$ cat config.mk
export PLATFORM = sky130hd
export DESIGN_NAME = iptc_record_stream_measurer
export DESIGN_NICKNAME = d
export VERILOG_FILES = /design/src/rtl/iptc_pkg.sv /design/src/rtl/iptc_parser.sv /design/src/rtl/iptc_out_buf.sv /design/src/rtl/iptc_record_stream_measurer.sv
export VERILOG_INCLUDE_DIRS = /design/src /design/src/rtl
export SDC_FILE = /design/constraint.sdc
export NUM_CORES = 1
export LEC_CHECK = 0
export BUFFER_PORTS_ARGS = -buffer_cell sky130_fd_sc_hd__buf_2
export CAP_MARGIN = 20
export CORE_MARGIN = 1.5
export CORE_UTILIZATION = 60
export CTS_BUF_LIST = sky130_fd_sc_hd__clkbuf_8
export CTS_CLUSTER_SIZE = 24
export DETAILED_ROUTE_END_ITERATION = 7
export GPL_ROUTABILITY_DRIVEN = 0
export PLACE_DENSITY_LB_ADDON = 0.2
export SYNTH_ARGS = -nofsm -noshare
export SYNTH_HDL_FRONTEND = slang
export SYNTH_HIERARCHICAL = 1
export SYNTH_SLANG_ARGS = --single-unit
$ cat constraint.sdc
create_clock -name clk -period 14.77 [get_ports clk]
set_input_delay 0.7385 -clock clk [delete_from_list [all_inputs] [get_ports clk]]
set_output_delay 0.7385 -clock clk [all_outputs]
set_load 0.01 [all_outputs]
$ cat src/rtl/iptc_record_stream_measurer_assert.svh
// Assertion macros shared by the record stream measurer RTL.
`ifndef IPTC_RECORD_STREAM_MEASURER_ASSERT_SVH
`define IPTC_RECORD_STREAM_MEASURER_ASSERT_SVH

`ifndef SYNTHESIS

// Check that a property holds on every clock edge outside reset.
`define IPTC_ASSERT(name, ck, rn, prop, msg) \
  name: assert property (@(posedge ck) disable iff (!rn) (prop)) \
    else $error(msg);

// Check that a consequent holds in the cycle after its antecedent.
`define IPTC_ASSERT_NEXT(name, ck, rn, ante, cons, msg) \
  name: assert property (@(posedge ck) disable iff (!rn) (ante) |=> (cons)) \
    else $error(msg);

`else

`define IPTC_ASSERT(name, ck, rn, prop, msg)
`define IPTC_ASSERT_NEXT(name, ck, rn, ante, cons, msg)

`endif

`endif

$ cat src/rtl/iptc_pkg.sv
// Shared types and constants of the record stream measurer.
`default_nettype none

package iptc_pkg;

  // Width of the saturating byte counters.
  localparam int unsigned COUNT_WIDTH = 32;
  // Width of the declared record length and of the result fields.
  localparam int unsigned DECL_WIDTH  = 32;
  localparam int unsigned FIELD_WIDTH = 32;
  localparam int unsigned SUM_WIDTH   = DECL_WIDTH + 1;

  localparam logic [7:0] MARKER_BYTE = 8'h1C;
  localparam logic [7:0] LONG_FLAG   = 8'h80;

  typedef logic [COUNT_WIDTH-1:0] count_t;
  typedef logic [DECL_WIDTH-1:0]  decl_t;
  typedef logic [SUM_WIDTH-1:0]   sum_t;

  localparam count_t COUNT_MAX   = '1;
  localparam sum_t   COUNT_LIMIT = (SUM_WIDTH'(1) << COUNT_WIDTH) - SUM_WIDTH'(1);

  // Index of the last of the four long-length bytes.
  localparam logic [1:0] EXT_LAST = 2'd3;

  typedef enum logic [8:0] {
    PH_SEEK = 9'b000000001,
    PH_MARK = 9'b000000010,
    PH_DSET = 9'b000000100,
    PH_REC  = 9'b000001000,
    PH_LEN0 = 9'b000010000,
    PH_EXT  = 9'b000100000,
    PH_LEN1 = 9'b001000000,
    PH_DATA = 9'b010000000,
    PH_DONE = 9'b100000000
  } phase_t;

  typedef struct packed {
    logic                   marker_found;
    logic [FIELD_WIDTH-1:0] start_offset;
    logic [FIELD_WIDTH-1:0] stream_length;
  } result_t;

endpackage

`default_nettype wire

$ cat src/rtl/iptc_parser.sv
// Record parser: phase tracking, saturating counters and result forming.
`default_nettype none
`include "iptc_record_stream_measurer_assert.svh"

module iptc_parser (
  input  wire logic              clk,
  input  wire logic              rst_n,
  input  wire logic              acc,
  input  wire logic [7:0]        data_byte,
  input  wire logic              last_byte,
  output logic                   push,
  output iptc_pkg::result_t      res
);

  iptc_pkg::phase_t phase_r, phase_nxt;
  iptc_pkg::count_t pos_r, pos_nxt;
  iptc_pkg::count_t first_r, first_nxt;
  iptc_pkg::count_t counted_r, counted_nxt;
  iptc_pkg::decl_t  decl_r, decl_nxt;
  iptc_pkg::decl_t  left_r, left_nxt;
  logic [1:0]       ext_r, ext_nxt;
  logic             seen_r, seen_nxt;

  logic             count_one;
  logic             add_data;
  logic             len_done;
  iptc_pkg::decl_t  addend;
  iptc_pkg::sum_t   sum;
  iptc_pkg::decl_t  left_dec;

  // Decode the phase for the incoming word
  always_comb begin
    phase_nxt = phase_r;
    first_nxt = first_r;
    decl_nxt  = decl_r;
    left_nxt  = left_r;
    ext_nxt   = ext_r;
    seen_nxt  = seen_r;
    count_one = 1'b0;
    add_data  = 1'b0;
    len_done  = 1'b0;
    left_dec  = (left_r != '0) ? left_r - iptc_pkg::DECL_WIDTH'(1) : left_r;
    case (phase_r)
      iptc_pkg::PH_SEEK: begin
        if (data_byte == iptc_pkg::MARKER_BYTE) begin
          seen_nxt  = 1'b1;
          first_nxt = pos_r;
          count_one = 1'b1;
          phase_nxt = iptc_pkg::PH_DSET;
        end
      end
      iptc_pkg::PH_MARK: begin
        if (data_byte == iptc_pkg::MARKER_BYTE) begin
          count_one = 1'b1;
          phase_nxt = iptc_pkg::PH_DSET;
        end else begin
          phase_nxt = iptc_pkg::PH_DONE;
        end
      end
      iptc_pkg::PH_DSET: begin
        count_one = 1'b1;
        phase_nxt = iptc_pkg::PH_REC;
      end
      iptc_pkg::PH_REC: begin
        count_one = 1'b1;
        phase_nxt = iptc_pkg::PH_LEN0;
      end
      iptc_pkg::PH_LEN0: begin
        count_one = 1'b1;
        if ((data_byte & iptc_pkg::LONG_FLAG) != 8'h00) begin
          decl_nxt  = '0;
          ext_nxt   = '0;
          phase_nxt = iptc_pkg::PH_EXT;
        end else begin
          decl_nxt  = iptc_pkg::DECL_WIDTH'({data_byte, 8'h00});
          phase_nxt = iptc_pkg::PH_LEN1;
        end
      end
      iptc_pkg::PH_EXT: begin
        count_one = 1'b1;
        decl_nxt  = {decl_r[iptc_pkg::DECL_WIDTH-9:0], data_byte};
        if (ext_r == iptc_pkg::EXT_LAST) begin
          ext_nxt  = '0;
          len_done = 1'b1;
        end else begin
          ext_nxt = ext_r + 2'd1;
        end
      end
      iptc_pkg::PH_LEN1: begin
        count_one = 1'b1;
        decl_nxt  = decl_r | iptc_pkg::DECL_WIDTH'(data_byte);
        len_done  = 1'b1;
      end
      iptc_pkg::PH_DATA: begin
        left_nxt = left_dec;
        if (left_dec == '0) begin
          add_data  = 1'b1;
          phase_nxt = iptc_pkg::PH_MARK;
        end
      end
      default: begin
        phase_nxt = iptc_pkg::PH_DONE;
      end
    endcase

    // Enter the data or go straight to the next marker
    if (len_done) begin
      if (decl_nxt == '0) begin
        phase_nxt = iptc_pkg::PH_MARK;
      end else begin
        left_nxt  = decl_nxt;
        phase_nxt = iptc_pkg::PH_DATA;
      end
    end
  end

  // Add one header byte or a whole record's data, saturating
  always_comb begin
    addend = add_data ? decl_r : iptc_pkg::DECL_WIDTH'(1);
    sum    = iptc_pkg::SUM_WIDTH'(counted_r) + iptc_pkg::SUM_WIDTH'(addend);
    if (!(count_one || add_data)) begin
      counted_nxt = counted_r;
    end else if (sum > iptc_pkg::COUNT_LIMIT) begin
      counted_nxt = iptc_pkg::COUNT_MAX;
    end else begin
      counted_nxt = iptc_pkg::COUNT_WIDTH'(sum);
    end
    pos_nxt = (pos_r == iptc_pkg::COUNT_MAX) ? pos_r : pos_r + iptc_pkg::COUNT_WIDTH'(1);
  end

  // Form the result from the state after this word
  always_comb begin
    push              = acc && last_byte;
    res.marker_found  = seen_nxt;
    res.start_offset  = seen_nxt ? iptc_pkg::FIELD_WIDTH'(first_nxt) : '0;
    res.stream_length = seen_nxt ? iptc_pkg::FIELD_WIDTH'(counted_nxt) : '0;
  end

  // Advance on each accepted word, clear after the last one
  always_ff @(posedge clk) begin
    if (!rst_n || push) begin
      phase_r   <= iptc_pkg::PH_SEEK;
      pos_r     <= '0;
      first_r   <= '0;
      counted_r <= '0;
      decl_r    <= '0;
      left_r    <= '0;
      ext_r     <= '0;
      seen_r    <= 1'b0;
    end else if (acc) begin
      phase_r   <= phase_nxt;
      pos_r     <= pos_nxt;
      first_r   <= first_nxt;
      counted_r <= counted_nxt;
      decl_r    <= decl_nxt;
      left_r    <= left_nxt;
      ext_r     <= ext_nxt;
      seen_r    <= seen_nxt;
    end
  end

  `IPTC_ASSERT(a_seek_unseen, clk, rst_n, phase_r != iptc_pkg::PH_SEEK || !seen_r, "marker flagged while still seeking")
  `IPTC_ASSERT(a_data_left, clk, rst_n, phase_r != iptc_pkg::PH_DATA || left_r != '0, "data phase with nothing left")
  `IPTC_ASSERT_NEXT(a_last_clears, clk, rst_n, push, phase_r == iptc_pkg::PH_SEEK && counted_r == '0 && pos_r == '0, "state not cleared after last word")

endmodule

`default_nettype wire

$ cat src/rtl/iptc_out_buf.sv
// Result register with a skid stage so the input side keeps flowing.
`default_nettype none
`include "iptc_record_stream_measurer_assert.svh"

module iptc_out_buf (
  input  wire logic              clk,
  input  wire logic              rst_n,
  input  wire logic              push,
  input  wire iptc_pkg::result_t push_res,
  output logic                   full,
  output logic                   out_valid,
  input  wire logic              out_stall,
  output iptc_pkg::result_t      out_res
);

  logic              main_valid_r, main_valid_nxt;
  logic              skid_valid_r, skid_valid_nxt;
  iptc_pkg::result_t main_res_r;
  iptc_pkg::result_t skid_res_r;
  logic              pop;

  assign pop = main_valid_r && !out_stall;

  // Track occupancy of the two stages
  always_comb begin
    main_valid_nxt = main_valid_r;
    skid_valid_nxt = skid_valid_r;
    if (skid_valid_r) begin
      if (pop) begin
        skid_valid_nxt = 1'b0;
      end
    end else if (push) begin
      if (main_valid_r && !pop) begin
        skid_valid_nxt = 1'b1;
      end else begin
        main_valid_nxt = 1'b1;
      end
    end else if (pop) begin
      main_valid_nxt = 1'b0;
    end
  end

  always_ff @(posedge clk) begin
    if (!rst_n) begin
      main_valid_r <= 1'b0;
      skid_valid_r <= 1'b0;
    end else begin
      main_valid_r <= main_valid_nxt;
      skid_valid_r <= skid_valid_nxt;
    end
  end

  // Load the payload registers
  always_ff @(posedge clk) begin
    if (skid_valid_r) begin
      if (pop) begin
        main_res_r <= skid_res_r;
      end
    end else if (push) begin
      if (main_valid_r && !pop) begin
        skid_res_r <= push_res;
      end else begin
        main_res_r <= push_res;
      end
    end
  end

  assign full      = skid_valid_r;
  assign out_valid = main_valid_r;
  assign out_res   = main_res_r;

  `IPTC_ASSERT(a_skid_behind_main, clk, rst_n, !skid_valid_r || main_valid_r, "skid holds a word while output is empty")
  `IPTC_ASSERT_NEXT(a_skid_fill, clk, rst_n, push && main_valid_r && out_stall && !skid_valid_r, skid_valid_r && main_valid_r, "stalled result lost on push")
  `IPTC_ASSERT_NEXT(a_skid_drain, clk, rst_n, skid_valid_r && !out_stall, !skid_valid_r && main_valid_r, "skid word not moved forward")

endmodule

`default_nettype wire

$ cat src/rtl/iptc_record_stream_measurer.sv
// Top level of the IPTC record stream measurer.
//
//   channel | direction | handshake           | payload
//   --------+-----------+---------------------+-------------------------------------
//   in_     | input     | in_valid / in_stall   | data_byte, last_byte
//   out_    | output    | out_valid / out_stall | marker_found, start_offset,
//           |           |                       | stream_length
//
// One byte is accepted per cycle while in_stall is low; the parser state updates at the accepting edge.
// A result is registered at the edge that accepts its last byte, on out_ or behind a stalled result.
// Results sit in an output register backed by a skid stage; in_stall rises only
// when both are full, i.e. two results wait behind a stalled output.
// Synchronous active-low reset clears the parser and empties both stages.
`default_nettype none

module iptc_record_stream_measurer (
  input  wire logic        clk,
  input  wire logic        rst_n,
  input  wire logic        in_valid,
  output logic             in_stall,
  input  wire logic [7:0]  in_data_byte,
  input  wire logic        in_last_byte,
  output logic             out_valid,
  input  wire logic        out_stall,
  output logic             out_marker_found,
  output logic [31:0]      out_start_offset,
  output logic [31:0]      out_stream_length
);

  logic              acc;
  logic              push;
  logic              full;
  iptc_pkg::result_t push_res;
  iptc_pkg::result_t out_res;

  // Take a word whenever the skid stage is free
  assign in_stall = full;
  assign acc      = in_valid && !full;

  iptc_parser u_parser (
    .clk       (clk),
    .rst_n     (rst_n),
    .acc       (acc),
    .data_byte (in_data_byte),
    .last_byte (in_last_byte),
    .push      (push),
    .res       (push_res)
  );

  iptc_out_buf u_out_buf (
    .clk       (clk),
    .rst_n     (rst_n),
    .push      (push),
    .push_res  (push_res),
    .full      (full),
    .out_valid (out_valid),
    .out_stall (out_stall),
    .out_res   (out_res)
  );

  assign out_marker_found  = out_res.marker_found;
  assign out_start_offset  = out_res.start_offset;
  assign out_stream_length = out_res.stream_length;

endmodule

`default_nettype wire

==> results.md <==
- Status: finished with violations
- Failing checks: design-rule violations
- Post-CTS setup buffer count: 0
- Synthesis-stage register bit count: 304
- Worst Hold Depth: 2
- FF-to-FF End: u_out_buf/out_res[24]$_DFFE_PP_
- Internal power: about 1.3 mW
- Mapped Area: 0.0159 mm²
- R2r setup slk: around 7.6 ns
- R2r startpoint: u_parser/left_r[19]$_SDFFE_PP0P_
- Clock skew: 0.0388 ns
- Post-synthesis adder-cell area fraction: 2.95%
- Area Overhead vs Synth: 9.56%
- Clock power frac: 41.9%
- Drt pass-1 iters: 8
- Lkg Pwr: 6.49 nW
- Hold Buf Count CTS: 0
- Most used DFF post-synth: dfxtp_1
- Core ar.: 0.0261 mm²
- Worst-Skew Late Latency: 0.61 ns
- DR DRC count: 4
- Clock root cell: clkbuf_8
- Final setup violation count: 0
- Nets@finish: ~1,800
- EDFF count, synth: 130
- Mean Syn Cell Area: 9.23 µm²
- Xor/xnor cell area share of the yosys netlist: 3.57%
- Post-synth net total: 1,776
- Commonest non-fill, non-tap cell in the layout: nand2_1
- Sw Pwr: 0.393 mW
- Final core utilization: between 60% and 70%
- CP Max Fanout: 32
- Slew Limit Headroom: ~22%
- First-iteration detailed-routing DRC count: approximately 1,500
- # diodes: 0
- Sequential cell fraction of total power: 54.2%
- Final slew viol count: 0
- Distinct cells, synth: 81
- Sequential area share after synthesis: 46.4%
- Final antenna-violating net count: 0
- FMAX: 0.140 GHz
- Setup crit end kind: flip-flop
- Clk pin slew, worst setup/hold paths: 0.07 ns
- Final wirelength: 40,800 µm
- Starting Density: 61.1%
- Mapped Cells: 1,726
- PortBufs: 79
- Comb power frac: 3.9%
- Fraction of layout cells with a size suffix above 1: between 10% and 20%
- Combinational family with the most area after synthesis: simple AND/OR/NAND/NOR gates
- CTS buffer count: just under 50
- IO Pins: 80
- Hold Path Origin: u_parser/first_r[18]$_SDFFE_PP0P_
- Max-cap viol count: 0
- RSZ-0062 raised after global routing: false
- FP Rows: 59
- Peak VDD IR: 0.0871 mV
- Min-Delay Endpoint: u_parser/first_r[18]$_SDFFE_PP0P_
- Setup TNS: 0 ns
- Dpl hpwl: 27,100 µm
- Final Hold Fails: 0
- Cell count of the worst reg-to-reg path: 21
- Die Span Y: 166 µm
- Critical path data required time: around 15 ns
- CP Launch Type: flip-flop
- Clock tree buffer depth: 3
- Fin crit share: 48.5%
- Overflow left after global routing: 0
- Worst slew pin tran: 1.17 ns
- # resized after CTS: 0
- H-tree depth: 2
- Most frequent cells in the layout: nand2_1 (226), nor2_1 (178), dfxtp_1 (173)
- Class of the worst hold path: reg2reg
- Initial antenna violation count: 0
- DIE WIDTH: between 150 and 200 µm
- Largest net degree at the start of global routing: 90
- Vias in the first global route: 12,900
- Warnings from Yosys: 6
- Total number of vias: approximately 14,000
- Worst path arrival time: around 7.5 ns
- Power density over the cells: 94.6 mW/mm²
- Post-synthesis compound-gate area fraction: 19.2%
- First-pass GRT wire length: 66,900 µm
- Fillcell total: ~2,100
- Simple-gate share of the synthesized area: 19.3%
- Die area: about 0.028 mm²
- Drt via density: 6.43
- Total clock sinks: 304
- Fin crit period: 7.17 ns
- Net Sw Frac: 23.8%
- Routed wire per std cell: 19.1 µm
- CTS tree: yes
- Asr flop ratio synth: 0%
- Setup CP Type: reg2reg
- Tot GR Track Use: a little under 30%
- Post-synthesis mux area share: under 10%
-- how the worst max path moves through the flow --
stage / from / end / slack (ns)
global route: u_parser/left_r[18]$_SDFFE_PP0P_ / u_out_buf/out_res[24]$_DFFE_PP_ / 7.01
detailed placement: u_parser/left_r[12]$_SDFFE_PP0P_ / u_out_buf/out_res[31]$_DFFE_PP_ / 7.77
finish: u_parser/left_r[19]$_SDFFE_PP0P_ / u_out_buf/out_res[24]$_DFFE_PP_ / 7.60
global placement: u_parser/left_r[12]$_SDFFE_PP0P_ / u_out_buf/out_res[31]$_DFFE_PP_ / 7.98
floorplan: u_parser/left_r[18]$_SDFFE_PP0P_ / u_out_buf/out_res[24]$_DFFE_PP_ / 8.65
CTS: u_parser/left_r[19]$_SDFFE_PP0P_ / u_out_buf/out_res[31]$_DFFE_PP_ / 7.78
-- per-stage QoR --
| stage | area, µm² | hold slack [ns] | std cells | power, mW | worst slack (ns) |
|---|---|---|---|---|---|
| floorplan | 15900 | 0.436 | 1726 | 0.951 | 8.65 |
| global placement | 16500 | 0.442 | 2045 | 0.975 | 7.98 |
| detailed placement | 16500 | 0.447 | 2046 | 0.976 | 7.77 |
| CTS | 17400 | 0.441 | 2138 | 1.66 | 7.78 |
| global route | 17500 | 0.467 | 2140 | 1.71 | 7.01 |
| finish | 17500 | 0.457 | 2140 | 1.65 | 7.60 |
-- cells by family (layout without fill, tap and decap cells) --
group / Yosys count / in the layout
AND/OR/NAND/NOR: 654 / 654
AO/OA/AOI/OAI: 462 / 462
flip-flops: 304 / 304
buffers and inverters: 133 / 212
multiplexers: 71 / 71
XOR/XNOR: 65 / 65
adder cells (fa/ha/maj): 37 / 37
-- layout make-up --
type,instances,area (µm²),share of cell area (%)
clock buffers,53,729,4.18
clock inverters,39,213,1.22
inverters,20,75.1,0.430
multi-input cells,1289,8040,46.1
flip-flops and latches,304,7390,42.4
well taps,335,419,2.40
repair buffers,100,586,3.36
-- power groups by stage --
stage / clock network, mW / registers [mW] / logic (mW)
6_report: 0.692 / 0.894 / 0.0648
2_1_floorplan: 0 / 0.915 / 0.0367
3_5_place_dp: 0 / 0.912 / 0.0641
5_1_grt: 0.746 / 0.895 / 0.0698
3_3_place_gp: 0 / 0.912 / 0.0629
4_1_cts: 0.702 / 0.894 / 0.0640
-- worst max-delay path, cell delays in order, from the launching register on --
cell       delay (ns)
dfxtp_1          0.38
or4_1            0.64
nor4_2           0.67
nand3_2          0.37
nand4b_1         0.23
xor2_1           0.25
nand4_1          0.12
or4_1            0.59
nor2_1           0.13
buf_4            0.26
nand2_1          0.11
fa_1             0.41
nand2b_1         0.19
a211oi_1         0.35
o221ai_1         0.37
o21ai_0          0.60
a2111oi_0        0.24
nor3_1           0.30
xor2_1           0.10
nor2_1           0.17
a21oi_1          0.11
mux2_2           0.31
-- cell usage after synthesis, types with 20 or more instances --
library cell  number  area share [%]
a21o_1            21            0.99
nand4_1           25            0.98
nand2_1          227             5.3
clkbuf_1          90             2.1
ha_1              36             2.8
a21oi_1          128             4.0
a22oi_1           40             1.9
nor2_1           181             4.3
a211oi_1          70             3.3
nor3_1            41             1.3
edfxtp_1         130              25
nor4_1            24            0.94
and2_1            34             1.3
o21ai_0           87             2.7
xor2_1            43             2.4
nand3_1           32             1.0
xnor2_1           22             1.2
inv_1             20            0.47
dfxtp_1          174              22
mux2_2            58             4.1
-- flip-flops by register name, summed over array words and instances, names as in the netlist --
signal and cells:
u_out_buf/skid_res_r 65, u_parser/decl_r 32, u_parser/counted_r 32, u_out_buf/out_res 65, u_out_buf/out_valid 1, u_parser/ext_r 2
u_parser/pos_r 32, u_parser/seen_r 1, u_out_buf/full 1, u_parser/phase_r 9, u_parser/left_r 32, u_parser/first_r 32
-- layer usage --
layer  wire length, µm  vias up  part of all wire, %  track usage (%)
li1                  -     6484                    -                -
met1             17800     6569                   43             40.5
met2             18500      607                   45             46.4
met3              3370      108                  8.2             5.17
met4              1200        0                  2.9             10.3
met5                 0        -                    0                0
No activity file was read; power rests on OpenSTA's default activity.
